$ cat config.mk
export PLATFORM = sky130hd
export DESIGN_NAME = led_cycle_and_pulse_counter_top
export DESIGN_NICKNAME = d
export VERILOG_FILES = /design/src/rtl/core/lcp_pkg.sv /design/src/rtl/core/lcp_pulse.sv /design/src/rtl/core/lcp_sched.sv /design/src/rtl/core/led_cycle_and_pulse_counter_top.sv
export SDC_FILE = /design/constraint.sdc
export NUM_CORES = 1
export LEC_CHECK = 0
export BUFFER_PORTS_ARGS = -buffer_cell sky130_fd_sc_hd__buf_2
export CAP_MARGIN = 20
export CORE_MARGIN = 2
export CORE_UTILIZATION = 45
export DETAILED_ROUTE_END_ITERATION = 10
export SYNTH_ARGS = -nofsm -noshare
export SYNTH_HDL_FRONTEND = slang
export SYNTH_HIERARCHICAL = 1
export SYNTH_SLANG_ARGS = --single-unit
export TNS_END_PERCENT = 10
$ cat constraint.sdc
create_clock -name clk -period 5.75 [get_ports clk]
set_input_delay 1.15 -clock clk [delete_from_list [all_inputs] [get_ports clk]]
set_output_delay 1.15 -clock clk [all_outputs]
set_load 0.1 [all_outputs]
$ cat src/rtl/core/lcp_pkg.sv
package lcp_pkg;

	localparam int CHANNELS    = 4;
	localparam int COUNT_WIDTH = 32;

	localparam int OP_WIDTH    = 3;
	localparam int CH_WIDTH    = 2;
	localparam int TIME_WIDTH  = 32;
	localparam int REG_WIDTH   = 16;
	localparam int IDX_WIDTH   = 2;
	localparam int OUT_WIDTH   = 32;
	localparam int SEC_WIDTH   = 6;

	localparam logic [SEC_WIDTH-1:0] SEC_PER_MIN = SEC_WIDTH'(60);
	localparam logic [SEC_WIDTH-1:0] MIN_PER_HR  = SEC_WIDTH'(60);

	localparam logic [REG_WIDTH-1:0] LED_PERIOD_RST   = REG_WIDTH'(12);
	localparam logic [REG_WIDTH-1:0] COUNT_PERIOD_RST = REG_WIDTH'(1);
	localparam logic [REG_WIDTH-1:0] DEBOUNCE_RST     = REG_WIDTH'(600);

	typedef enum logic [OP_WIDTH-1:0] {
		OP_TICK      = 3'd0,
		OP_PULSE     = 3'd1,
		OP_START     = 3'd2,
		OP_INJ_BEGIN = 3'd3,
		OP_INJ_END   = 3'd4,
		OP_LED       = 3'd5
	} op_t;

	typedef enum logic [IDX_WIDTH-1:0] {
		REG_LED_PERIOD   = 2'd0,
		REG_COUNT_PERIOD = 2'd1,
		REG_DEBOUNCE     = 2'd2
	} reg_idx_t;

	typedef struct packed {
		logic [OP_WIDTH-1:0]   op;
		logic [CH_WIDTH-1:0]   channel;
		logic                  level;
		logic [TIME_WIDTH-1:0] time_ms;
		logic                  keep_on;
		logic                  led_value;
	} item_t;

	typedef struct packed {
		logic led;
		logic fast;
		logic snap;
	} sched_res_t;

endpackage

$ cat src/rtl/core/lcp_pulse.sv
module lcp_pulse (
	input  logic                                 clk,
	input  logic                                 arst_n,
	input  logic                                 fire,
	input  lcp_pkg::item_t                       item,
	input  logic [lcp_pkg::REG_WIDTH-1:0]        debounce,
	output logic [lcp_pkg::COUNT_WIDTH-1:0]      counts [lcp_pkg::CHANNELS]
);

	logic [lcp_pkg::COUNT_WIDTH-1:0] counts_q [lcp_pkg::CHANNELS];
	logic [lcp_pkg::TIME_WIDTH-1:0]  last_q   [lcp_pkg::CHANNELS];
	logic [lcp_pkg::CHANNELS-1:0]    hit;

	// wrap-safe gap since the last accepted edge on each channel
	always_comb begin
		for (int i = 0; i < lcp_pkg::CHANNELS; i++) begin
			hit[i] = item.level
				&& (32'(item.channel) == 32'(i))
				&& ((item.time_ms - last_q[i]) >= lcp_pkg::TIME_WIDTH'(debounce));
		end
	end

	always_ff @(posedge clk or negedge arst_n) begin
		if (!arst_n) begin
			for (int i = 0; i < lcp_pkg::CHANNELS; i++) begin
				counts_q[i] <= '0;
				last_q[i]   <= '0;
			end
		end else if (fire) begin
			for (int i = 0; i < lcp_pkg::CHANNELS; i++) begin
				if (item.op == lcp_pkg::OP_START) begin
					counts_q[i] <= '0;
				end else if (item.op == lcp_pkg::OP_PULSE && hit[i]) begin
					counts_q[i] <= counts_q[i] + 1'b1;
					last_q[i]   <= item.time_ms;
				end
			end
		end
	end

	assign counts = counts_q;

	property p_start_clears;
		@(posedge clk) disable iff (!arst_n)
		(fire && item.op == lcp_pkg::OP_START) |=> (counts_q[0] == '0);
	endproperty
	a_start_clears: assert property (p_start_clears)
		else $error("start did not clear channel 0 count");

	property p_low_level_ignored;
		@(posedge clk) disable iff (!arst_n)
		(fire && item.op == lcp_pkg::OP_PULSE && !item.level) |=> $stable(counts_q[0]);
	endproperty
	a_low_level_ignored: assert property (p_low_level_ignored)
		else $error("low-level edge changed a count");

	property p_one_hit;
		@(posedge clk) disable iff (!arst_n)
		fire |-> $onehot0(hit);
	endproperty
	a_one_hit: assert property (p_one_hit)
		else $error("edge matched more than one channel");

endmodule

$ cat src/rtl/core/lcp_sched.sv
module lcp_sched (
	input  logic                          clk,
	input  logic                          arst_n,
	input  logic                          fire,
	input  lcp_pkg::item_t                item,
	input  logic [lcp_pkg::REG_WIDTH-1:0] led_period,
	input  logic [lcp_pkg::REG_WIDTH-1:0] count_period,
	output lcp_pkg::sched_res_t           res
);

	logic                          running_q;
	logic [lcp_pkg::SEC_WIDTH-1:0] sec_q, min_q;
	logic [lcp_pkg::REG_WIDTH-1:0] mss_q, hst_q;
	logic                          phase_q, led_q, hold_q, fast_q, keep_q;

	logic                          running_d;
	logic [lcp_pkg::SEC_WIDTH-1:0] sec_d, min_d, sec_inc, min_inc;
	logic [lcp_pkg::REG_WIDTH-1:0] mss_d, hst_d;
	logic                          phase_d, led_d, hold_d, fast_d, keep_d, snap_d;

	always_comb begin
		running_d = running_q;
		sec_d     = sec_q;
		min_d     = min_q;
		mss_d     = mss_q;
		hst_d     = hst_q;
		phase_d   = phase_q;
		led_d     = led_q;
		hold_d    = hold_q;
		fast_d    = fast_q;
		keep_d    = keep_q;
		snap_d    = 1'b0;
		sec_inc   = sec_q + 1'b1;
		min_inc   = min_q + 1'b1;

		case (item.op)
			lcp_pkg::OP_TICK: begin
				if (running_q) begin
					sec_d = sec_inc;
					if (sec_inc >= lcp_pkg::SEC_PER_MIN) begin
						sec_d = '0;
						mss_d = (&mss_q) ? mss_q : mss_q + 1'b1;
						min_d = min_inc;
						if (min_inc >= lcp_pkg::MIN_PER_HR) begin
							min_d = '0;
							hst_d = (&hst_q) ? hst_q : hst_q + 1'b1;
						end
					end
					// a due snapshot takes priority over the LED toggle
					if (count_period != '0 && mss_d >= count_period) begin
						mss_d  = '0;
						snap_d = 1'b1;
					end else if (led_period != '0 && hst_d >= led_period) begin
						hst_d = '0;
						if (!hold_q) begin
							phase_d = !phase_q;
							led_d   = !phase_q;
						end
					end
				end
			end
			lcp_pkg::OP_START: begin
				running_d = 1'b1;
				led_d     = 1'b1;
			end
			lcp_pkg::OP_INJ_BEGIN: begin
				keep_d = running_q & item.keep_on;
				hold_d = 1'b1;
				fast_d = 1'b1;
				led_d  = 1'b1;
			end
			lcp_pkg::OP_INJ_END: begin
				if (!keep_q) begin
					led_d = 1'b0;
				end
				hold_d = 1'b0;
				fast_d = 1'b0;
			end
			lcp_pkg::OP_LED: begin
				led_d = item.led_value;
			end
			default: begin
			end
		endcase
	end

	always_ff @(posedge clk or negedge arst_n) begin
		if (!arst_n) begin
			running_q <= 1'b0;
			sec_q     <= '0;
			min_q     <= '0;
			mss_q     <= '0;
			hst_q     <= '0;
			phase_q   <= 1'b1;
			led_q     <= 1'b0;
			hold_q    <= 1'b0;
			fast_q    <= 1'b0;
			keep_q    <= 1'b0;
		end else if (fire) begin
			running_q <= running_d;
			sec_q     <= sec_d;
			min_q     <= min_d;
			mss_q     <= mss_d;
			hst_q     <= hst_d;
			phase_q   <= phase_d;
			led_q     <= led_d;
			hold_q    <= hold_d;
			fast_q    <= fast_d;
			keep_q    <= keep_d;
		end
	end

	assign res.led  = led_d;
	assign res.fast = fast_d;
	assign res.snap = snap_d;

	property p_snap_needs_run;
		@(posedge clk) disable iff (!arst_n)
		snap_d |-> running_q;
	endproperty
	a_snap_needs_run: assert property (p_snap_needs_run)
		else $error("snapshot before start");

	property p_inject_forces_led;
		@(posedge clk) disable iff (!arst_n)
		(fire && item.op == lcp_pkg::OP_INJ_BEGIN) |=> (led_q && fast_q && hold_q);
	endproperty
	a_inject_forces_led: assert property (p_inject_forces_led)
		else $error("inject begin did not force LED on in fast mode");

	property p_fast_tracks_hold;
		@(posedge clk) disable iff (!arst_n)
		fast_q == hold_q;
	endproperty
	a_fast_tracks_hold: assert property (p_fast_tracks_hold)
		else $error("fast mode and inject hold out of step");

	property p_seconds_wrap;
		@(posedge clk) disable iff (!arst_n)
		(sec_q < lcp_pkg::SEC_PER_MIN) && (min_q < lcp_pkg::MIN_PER_HR);
	endproperty
	a_seconds_wrap: assert property (p_seconds_wrap)
		else $error("second or minute counter out of range");

endmodule

$ cat src/rtl/core/led_cycle_and_pulse_counter_top.sv
// Channel  Handshake                Payload
// in       in_valid / in_ready      op, channel, level, time_ms, keep_on, led_value
// out      out_valid / out_ready    led_lit, fast_mode, snapshot_valid, count_zero..three
// config   wr_en (no wait)          wr_index, wr_data
//
// One item per cycle sustained while out_ready is high; an item moves from the input register
// to the output register, and its result transfers out when out_valid and out_ready are both high.
// An item sits in the input register, is evaluated against the live state in one pass,
// and its result lands in the output register in the same edge the state updates.
// The input register accepts a new item whenever its content moves on, so a stalled
// output holds one result and one pending item before in_ready drops.
// Reset (arst_n low) returns state, counts, valid flags and config registers to their defaults.
module led_cycle_and_pulse_counter_top (
	input  logic                            clk,
	input  logic                            arst_n,
	input  logic                            in_valid,
	output logic                            in_ready,
	input  logic [lcp_pkg::OP_WIDTH-1:0]    op,
	input  logic [lcp_pkg::CH_WIDTH-1:0]    channel,
	input  logic                            level,
	input  logic [lcp_pkg::TIME_WIDTH-1:0]  time_ms,
	input  logic                            keep_on,
	input  logic                            led_value,
	output logic                            out_valid,
	input  logic                            out_ready,
	output logic                            led_lit,
	output logic                            fast_mode,
	output logic                            snapshot_valid,
	output logic [lcp_pkg::OUT_WIDTH-1:0]   count_zero,
	output logic [lcp_pkg::OUT_WIDTH-1:0]   count_one,
	output logic [lcp_pkg::OUT_WIDTH-1:0]   count_two,
	output logic [lcp_pkg::OUT_WIDTH-1:0]   count_three,
	input  logic                            wr_en,
	input  logic [lcp_pkg::IDX_WIDTH-1:0]   wr_index,
	input  logic [lcp_pkg::REG_WIDTH-1:0]   wr_data
);

	localparam int OUT_CH = 4;

	logic [lcp_pkg::REG_WIDTH-1:0] led_period_q, count_period_q, debounce_q;

	lcp_pkg::item_t item_s1;
	logic           valid_s1;
	logic           advance;
	logic           in_xfer;

	logic                             out_valid_q;
	logic                             led_q, fast_q, snap_q;
	logic [lcp_pkg::OUT_WIDTH-1:0]    cnt_q [OUT_CH];
	logic [lcp_pkg::OUT_WIDTH-1:0]    cnt_d [OUT_CH];

	logic [lcp_pkg::COUNT_WIDTH-1:0]  counts [lcp_pkg::CHANNELS];
	lcp_pkg::sched_res_t              res;

	always_ff @(posedge clk or negedge arst_n) begin
		if (!arst_n) begin
			led_period_q   <= lcp_pkg::LED_PERIOD_RST;
			count_period_q <= lcp_pkg::COUNT_PERIOD_RST;
			debounce_q     <= lcp_pkg::DEBOUNCE_RST;
		end else if (wr_en) begin
			case (wr_index)
				lcp_pkg::REG_LED_PERIOD:   led_period_q   <= wr_data;
				lcp_pkg::REG_COUNT_PERIOD: count_period_q <= wr_data;
				lcp_pkg::REG_DEBOUNCE:     debounce_q     <= wr_data;
				default: begin
				end
			endcase
		end
	end

	assign advance  = valid_s1 && (!out_valid_q || out_ready);
	assign in_ready = !valid_s1 || advance;
	assign in_xfer  = in_valid && in_ready;

	always_ff @(posedge clk or negedge arst_n) begin
		if (!arst_n) begin
			valid_s1 <= 1'b0;
		end else begin
			valid_s1 <= in_xfer || (valid_s1 && !advance);
		end
	end

	always_ff @(posedge clk) begin
		if (in_xfer) begin
			item_s1.op        <= op;
			item_s1.channel   <= channel;
			item_s1.level     <= level;
			item_s1.time_ms   <= time_ms;
			item_s1.keep_on   <= keep_on;
			item_s1.led_value <= led_value;
		end
	end

	lcp_pulse u_pulse (
		.clk      (clk),
		.arst_n   (arst_n),
		.fire     (advance),
		.item     (item_s1),
		.debounce (debounce_q),
		.counts   (counts)
	);

	lcp_sched u_sched (
		.clk          (clk),
		.arst_n       (arst_n),
		.fire         (advance),
		.item         (item_s1),
		.led_period   (led_period_q),
		.count_period (count_period_q),
		.res          (res)
	);

	// channels that do not exist report zero; live channels report zero unless a snapshot is taken
	for (genvar g = 0; g < OUT_CH; g++) begin : g_cnt
		if (g < lcp_pkg::CHANNELS) begin : g_live
			assign cnt_d[g] = res.snap ? lcp_pkg::OUT_WIDTH'(counts[g]) : '0;
		end else begin : g_none
			assign cnt_d[g] = '0;
		end
	end

	always_ff @(posedge clk or negedge arst_n) begin
		if (!arst_n) begin
			out_valid_q <= 1'b0;
		end else if (advance) begin
			out_valid_q <= 1'b1;
		end else if (out_ready) begin
			out_valid_q <= 1'b0;
		end
	end

	always_ff @(posedge clk) begin
		if (advance) begin
			led_q  <= res.led;
			fast_q <= res.fast;
			snap_q <= res.snap;
			for (int i = 0; i < OUT_CH; i++) begin
				cnt_q[i] <= cnt_d[i];
			end
		end
	end

	assign out_valid      = out_valid_q;
	assign led_lit        = led_q;
	assign fast_mode      = fast_q;
	assign snapshot_valid = snap_q;
	assign count_zero     = cnt_q[0];
	assign count_one      = cnt_q[1];
	assign count_two      = cnt_q[2];
	assign count_three    = cnt_q[3];

	property p_hold_pending;
		@(posedge clk) disable iff (!arst_n)
		(valid_s1 && !advance) |=> valid_s1;
	endproperty
	a_hold_pending: assert property (p_hold_pending)
		else $error("pending item dropped");

	property p_zero_when_no_snap;
		@(posedge clk) disable iff (!arst_n)
		(out_valid_q && !snap_q) |-> (cnt_q[0] == '0 && cnt_q[1] == '0
			&& cnt_q[2] == '0 && cnt_q[3] == '0);
	endproperty
	a_zero_when_no_snap: assert property (p_zero_when_no_snap)
		else $error("counts reported without snapshot");

	property p_advance_fills_out;
		@(posedge clk) disable iff (!arst_n)
		advance |=> out_valid_q;
	endproperty
	a_advance_fills_out: assert property (p_advance_fills_out)
		else $error("processed item produced no result");

endmodule
# Word-level counts from Yosys, hierarchy flattened
# Memory sizes are Yosys's and may differ from the RTL's.
# Index checks and enable logic that the tools add are counted.
# classes
add_sub_neg	12
n_lt_le_gt_ge	8
n_eq_ne	10
mux	41
bitwise	4
n_reduce_logical	55
# ops
op	n
32-bit 2-to-1 mux	12
16-bit 2-to-1 mux	12
32-bit by 1-bit adder with 32-bit output, second input constant	4
32-bit by 16-bit greater-or-equal comparator with 1-bit output	4
32-bit subtractor	4
16-bit by 1-bit adder with 16-bit output, second input constant	2
16-bit greater-or-equal comparator	2
16-bit AND reduction	2
16-bit nonzero test	2
2-bit AND reduction	10
1-bit logical AND	17
3-bit AND reduction	5
6-bit by 1-bit adder with 6-bit output, second input constant	2
6-bit greater-or-equal comparator, second input constant	2
1-bit 2-to-1 mux	12
6-bit 2-to-1 mux	2
2-bit nonzero test	6
2-bit equality test, second input constant	3
3-bit by 2-bit equality test with 1-bit output, second input constant	2
3-bit equality test, second input constant	2
6-bit AND reduction	1
2-bit by 1-bit equality test with 1-bit output, second input constant	2
1-bit zero test	4
2-bit zero test	2
other kinds (9)	14
# word_totals
ff_bits	399
mem_bits_rw	128
out_inout_bits	133
word_cells	163
n_memories	1
# memory_table
memory	words	word_bits	rd	rd_ports_with_merged_regs	write_ports	line	source
cnt_q	4	32	4	0	4	led_cycle_and_pulse_counter_top.sv:49	logic [lcp_pkg::OUT_WIDTH-1:0] cnt_q [OUT_CH];

# Longest topological paths before layout
# depth
depth_word	12
mapped_depth	23
mapped_depth_nobuf	22

# By module
# Netlist, hierarchy kept.
# modules_own_cells
module	instances	cells_each	area_per_inst_um2	seq_area_each_um2
lcp_pulse	1	2474	20748.6	6406.1
led_cycle_and_pulse_counter_top	1	423	7901.3	6394.9
lcp_sched	1	509	4140.2	1252.5

# Worst setup path after synthesis
# OpenSTA, ideal clock, no wires.
# synth_timing
kind	input to register
startpoint	in out_ready
endpoint	reg u_pulse/last_q[44] (netlist name)
setup_ns	0.083
t_arrival_ns	5.905
t_required_ns	5.667
slack_ns	-0.237
stages	9
n_path_buf	3
cell_sequence	nand2b_1 > and2_1 > clkbuf_1 > inv_1 > nor3_1 > clkbuf_1 > clkbuf_1 > nand3_1 > o21ai_0
# synth_via
elab_chain_len	3
# synth_lines
element	line	source
from (decl)	led_cycle_and_pulse_counter_top.sv:25	input logic out_ready,
1-bit logical OR	led_cycle_and_pulse_counter_top.sv:71	assign advance = valid_s1 && (!out_valid_q || out_ready);
1-bit logical AND	led_cycle_and_pulse_counter_top.sv:71	
named net advance	led_cycle_and_pulse_counter_top.sv:44	logic advance;
3-bit AND reduction (no line)	-	
to (signal, indexed assignment)	lcp_pulse.sv:35	last_q[i] <= item.time_ms;
to (decl)	lcp_pulse.sv:11	logic [lcp_pkg::TIME_WIDTH-1:0] last_q [lcp_pkg::CHANNELS];
# The timed path passes the listed nets, and every way through them passes these cells.
# A chain may end at the register's enable or synchronous reset.

# Worst setup path in the final report
# layout_timing
startpoint	reg item_s1[3] (netlist name)
endpoint	reg u_pulse/last_q[108] (netlist name)
# layout_via
elab_chain_len	5
# layout_lines
element	line	source
from (decl)	led_cycle_and_pulse_counter_top.sv:42	lcp_pkg::item_t item_s1;
32-bit subtractor	lcp_pulse.sv:19	&& ((item.time_ms - last_q[i]) >= lcp_pkg::TIME_WIDTH'(debounce));
32-bit by 16-bit greater-or-equal comparator with 1-bit output	lcp_pulse.sv:19	
1-bit logical AND	lcp_pulse.sv:19	
1-bit logical AND	lcp_pulse.sv:33	end else if (item.op == lcp_pkg::OP_PULSE && hit[i]) begin
3-bit AND reduction (no line)	-	
# No other way between the ends.

==> summary by stage <==
Logic synthesis
For this run, asynchronously set or reset flops after synthesis account for 0.676. When the netlist entered floorplanning its net count stood at around 3700. The number of enable-type register cells in the synthesized netlist is approximately 170.

The synthesized area per cell is slightly below 10 um^2. The netlist uses 106 different library cells. The count of state elements after synthesis is between 500 and 600. For this run, the leading register cell type out of synthesis is sky130_fd_sc_hd__dfrtp_1.

The cell count after synthesis came out at between 3000 and 4000. The sequential-to-total area share from yosys stat is 0.429. The cell area after synthesis is about 33000 um^2. For this run, the number of Yosys warnings is 6.

Die
The floorplan step set the die height to 274 um. From left edge to right edge, the die measures approximately 270 um. The initialized floorplan defines 98 standard-cell rows. The core region is about 70000 um^2. In this run the count of I/O pins placed on the die edge is slightly below 200.

The die covers ~75000 um^2. The initial utilization of the core area, before any placement, comes to 0.456.

Global route
For this run, the total global-route usage over all layers was measured as 0.225. The total overflow left after global routing is 0. The first global-routing pass estimated around 140 mm of wire. The via count of the first global-routing pass came to about 24000. The number of antenna violations at the first check in global routing is 2. Entering global routing, the biggest net connects 130 pins.

Worst setup path
The critical register-to-register path endpoint is u_pulse/last_q[108]. The arrival time of the worst setup path is about 5.9 ns. The type of destination of the critical path is a flop. The worst setup path is launched from a flop. Data on the critical path is required at its endpoint by roughly 6.2 ns. The number of cell instances on the worst register-to-register path is 20. Setup slack on the worst reg-to-reg path comes out at slightly below 0.3 ns. The largest fanout on the critical path is 34. The source of the critical timing path is item_s1[3]. The startpoint of the lowest-slack register-to-register path is item_s1[3].

The worst setup path is of the reg -> reg kind.

STA
The clock period minus worst slack is ~5.5 ns. The fraction of the cycle the final worst path needs is 0.949. Setup violations remaining at the end of the flow were counted as 0. The final-layout setup total negative slack is 0 ns. The final number of hold-violating endpoints was 0.

Based on the critical path, the design can be clocked at up to between 150 and 200 MHz. In this run the tightest slew margin relative to its limit is 0.431. The clock tree skew after final layout is roughly 0.064 ns.

At the pin with the least slew margin, the transition time is 0.831 ns. The number of pins exceeding their max-slew limit in the final report is 0.

Route
The number of vias per cell is approximately 5.7. The per-cell routed wire length is between 15 and 20 um. The detailed router's first-iteration violation count is 2037.

Summed over all layers, the routed wires come to between 80 and 90 mm. In this run the remaining antenna-violating nets after routing total 0. In the routed design, unresolved DRC markers number 0.

The overall via count from detail_route is between 20000 and 30000. The iteration count of the initial detailed-routing pass is 5.

Clock tree
The clock-pin slew of the registers on the worst-case setup and hold paths is about 0.060 ns. The H-tree level count is 2. The clock latency at the later pin of the worst-skew pair is between 0.6 and 0.7 ns. The CTS root buffer is sky130_fd_sc_hd__clkbuf_16. The quantity of hold-fixing buffers added after cts is 0.

The clock passes through at most 3 buffers. The TritonCTS clock tree is done. The clock sink total is roughly 530. The number of clock buffers added by TritonCTS is ~60.

Finish
The share of final-layout standard cells stronger than drive strength 1 is 0.142. For this run, the post-layout net count is ~3900. Leaving out fill and tap cells, the most frequent cell in the layout is sky130_fd_sc_hd__dfrtp_1. Leaving out fill and tap cells, the most frequent cells in the layout are sky130_fd_sc_hd__dfrtp_1 (348), sky130_fd_sc_hd__nand2_1 (330), sky130_fd_sc_hd__inv_1 (236). For this run, the share of the core covered by cells in the final layout is 0.514. Compared with the post-synthesis result, the final layout area differs by 12.7%.

The filler-free cell count of the finished design is roughly 4600.

Job
The total of max-cap violations is 0.

Placement
Routability-driven placement finished with a final weighted congestion of 0.933. In this run, placement finished with an instance count of 4458. Port buffering added around 200 buffers. The HPWL after detailed placement is approximately 62 mm.

Power and ir drop
The completed layout was analyzed and its total power is between 10 and 15 mW. The analysis attributes to cell leakage a power of roughly 17 nW. VDD sags by at most about 0.25 mV.

The power per standard cell area is roughly 330 nW/um^2.

Hold path
The min-delay analysis places its worst path in the category in -> async.

Run status
The run finished with clean final reports.
## worst max path at each step
stage                                to  slack (ns)  cells past startpoint
floorplan            u_pulse/last_q[31]        0.90                     20
global placement     u_pulse/counts[64]        0.30                     21
detailed placement   u_pulse/counts[65]        0.09                     21
CTS                  u_pulse/last_q[84]        0.04                     20
global route         u_pulse/last_q[19]       -0.01                     23
finish              u_pulse/last_q[108]        0.29                     20
## power breakdown
part           internal, mW  switching, mW  leakage, nW
sequential             4.23          0.203         6.16
clock                  2.28           1.62        0.967
combinational          1.43           2.50         9.43
## critical path: stages (launching register included)
cell                        delay, ns
sky130_fd_sc_hd__edfxtp_1        0.39
sky130_fd_sc_hd__buf_4           0.18
sky130_fd_sc_hd__ha_1            0.28
sky130_fd_sc_hd__nor2b_1         0.17
sky130_fd_sc_hd__o311a_1         0.34
sky130_fd_sc_hd__o2111a_1        0.29
sky130_fd_sc_hd__nor2_1          0.15
sky130_fd_sc_hd__o21ai_0         0.14
sky130_fd_sc_hd__xor2_1          0.18
sky130_fd_sc_hd__ha_1            0.30
sky130_fd_sc_hd__a211oi_1        0.26
sky130_fd_sc_hd__o21bai_1        0.13
sky130_fd_sc_hd__a2111oi_1       0.36
sky130_fd_sc_hd__nand2_1         0.10
sky130_fd_sc_hd__nor3_1          0.16
sky130_fd_sc_hd__o221ai_1        0.13
sky130_fd_sc_hd__a2111o_1        0.35
sky130_fd_sc_hd__or4_4           0.61
sky130_fd_sc_hd__nand3_4         0.15
sky130_fd_sc_hd__buf_12          0.22
sky130_fd_sc_hd__mux2_2          0.37
## state kept, by name, indices dropped and copies added (netlist names)
signal,cells
debounce_q,16
u_sched/running_q,1
valid_s1,1
out_valid,1
snapshot_valid,1
count_period_q,16
u_sched/hst_q,16
u_sched/min_q,6
u_sched/led_q,1
u_sched/phase_q,1
u_pulse/counts,128
led_period_q,16
u_pulse/last_q,128
item_s1,40
u_sched/fast_q,1
cnt_q,128
u_sched/sec_q,6
fast_mode,1
led_lit,1
u_sched/keep_q,1
u_sched/mss_q,16
u_sched/hold_q,1
## Yosys cell counts (all sizes together), types with 7 or more instances
cell type    n  area share
xor2        38       0.010
a21oi      168       0.026
mux2        94       0.033
or4          9      0.0023
or2         11      0.0021
and4        13      0.0035
inv        237       0.027
nor3b        7      0.0019
o21a        28      0.0064
o21ai      243       0.037
a22o        12      0.0032
o31ai       29      0.0066
and3        70       0.014
and2       149       0.029
o2111ai      9      0.0024
o211ai      34      0.0078
o311ai      21      0.0056
ha         228       0.087
a211oi      24      0.0064
edfxtp     171        0.16
nand2      331       0.038
nor3        61      0.0098
a2111oi      9      0.0030
xnor2       62       0.017
clkbuf     110       0.013
o41ai       16      0.0043
nand3      174       0.027
nor4        37      0.0075
buf         39      0.0070
nor2b       16      0.0031
a41oi        9      0.0026
or3         13      0.0025
a31oi       28      0.0053
dfrtp      348        0.27
nand2b      43      0.0082
nor2       133       0.016
mux2i       94       0.029
nand4       84       0.016
a21o        58       0.013
dfstp        8      0.0064
o21bai      16      0.0037
## cell type report
cell class | instances | area (um^2)
Antenna cell | 1 | 2.50
Tap cell | 950 | 1190
Inverter | 237 | 890
Clock inverter | 37 | 457
Multi-Input combinational cell | 2493 | 17300
Fill cell | 6693 | 34900
Timing Repair Buffer | 254 | 1540
Clock buffer | 74 | 1540
Sequential cell | 527 | 14100
## through the flow
| step | hold WS, ns | area (um^2) | setup slack, ns |
|---|---|---|---|
| CTS | 0.455 | 36900 | 0.0351 |
| global route | 0.473 | 36900 | -0.0127 |
| global placement | 0.457 | 34900 | 0.298 |
| finish | 0.461 | 36900 | 0.292 |
| detailed placement | 0.468 | 34900 | 0.0872 |
| floorplan | 0.437 | 32800 | 0.902 |
## timing repair
| item | 4_1_cts | 5_1_grt |
|---|---|---|
| gates resized for setup | 0 | 13 |
| buffers inserted | 0 | 3 |
| setup endpoints to repair | 0 | 159 |
## kinds of logic (layout without fill, tap and decap cells)
group,after synthesis,after routing,share of synthesized area
other cells,0,1,0
fa+ha+maj,233,233,0.0897
mux,188,188,0.0612
simple gates,1173,1173,0.186
xor+xnor,100,100,0.0267
flops,527,527,0.429
compound gates,799,799,0.161
buf+inv,386,602,0.0470
## per-layer routing
layer,track usage,wire (um),share of wire,vias to the layer above
met5,0,0,0,-
met4,0.0671,2330,0.027,0
met3,0.0265,3870,0.045,117
met2,0.355,38500,0.45,605
met1,0.326,40800,0.48,12400
li1,-,-,-,12800
(Power assumes the default switching activity.)
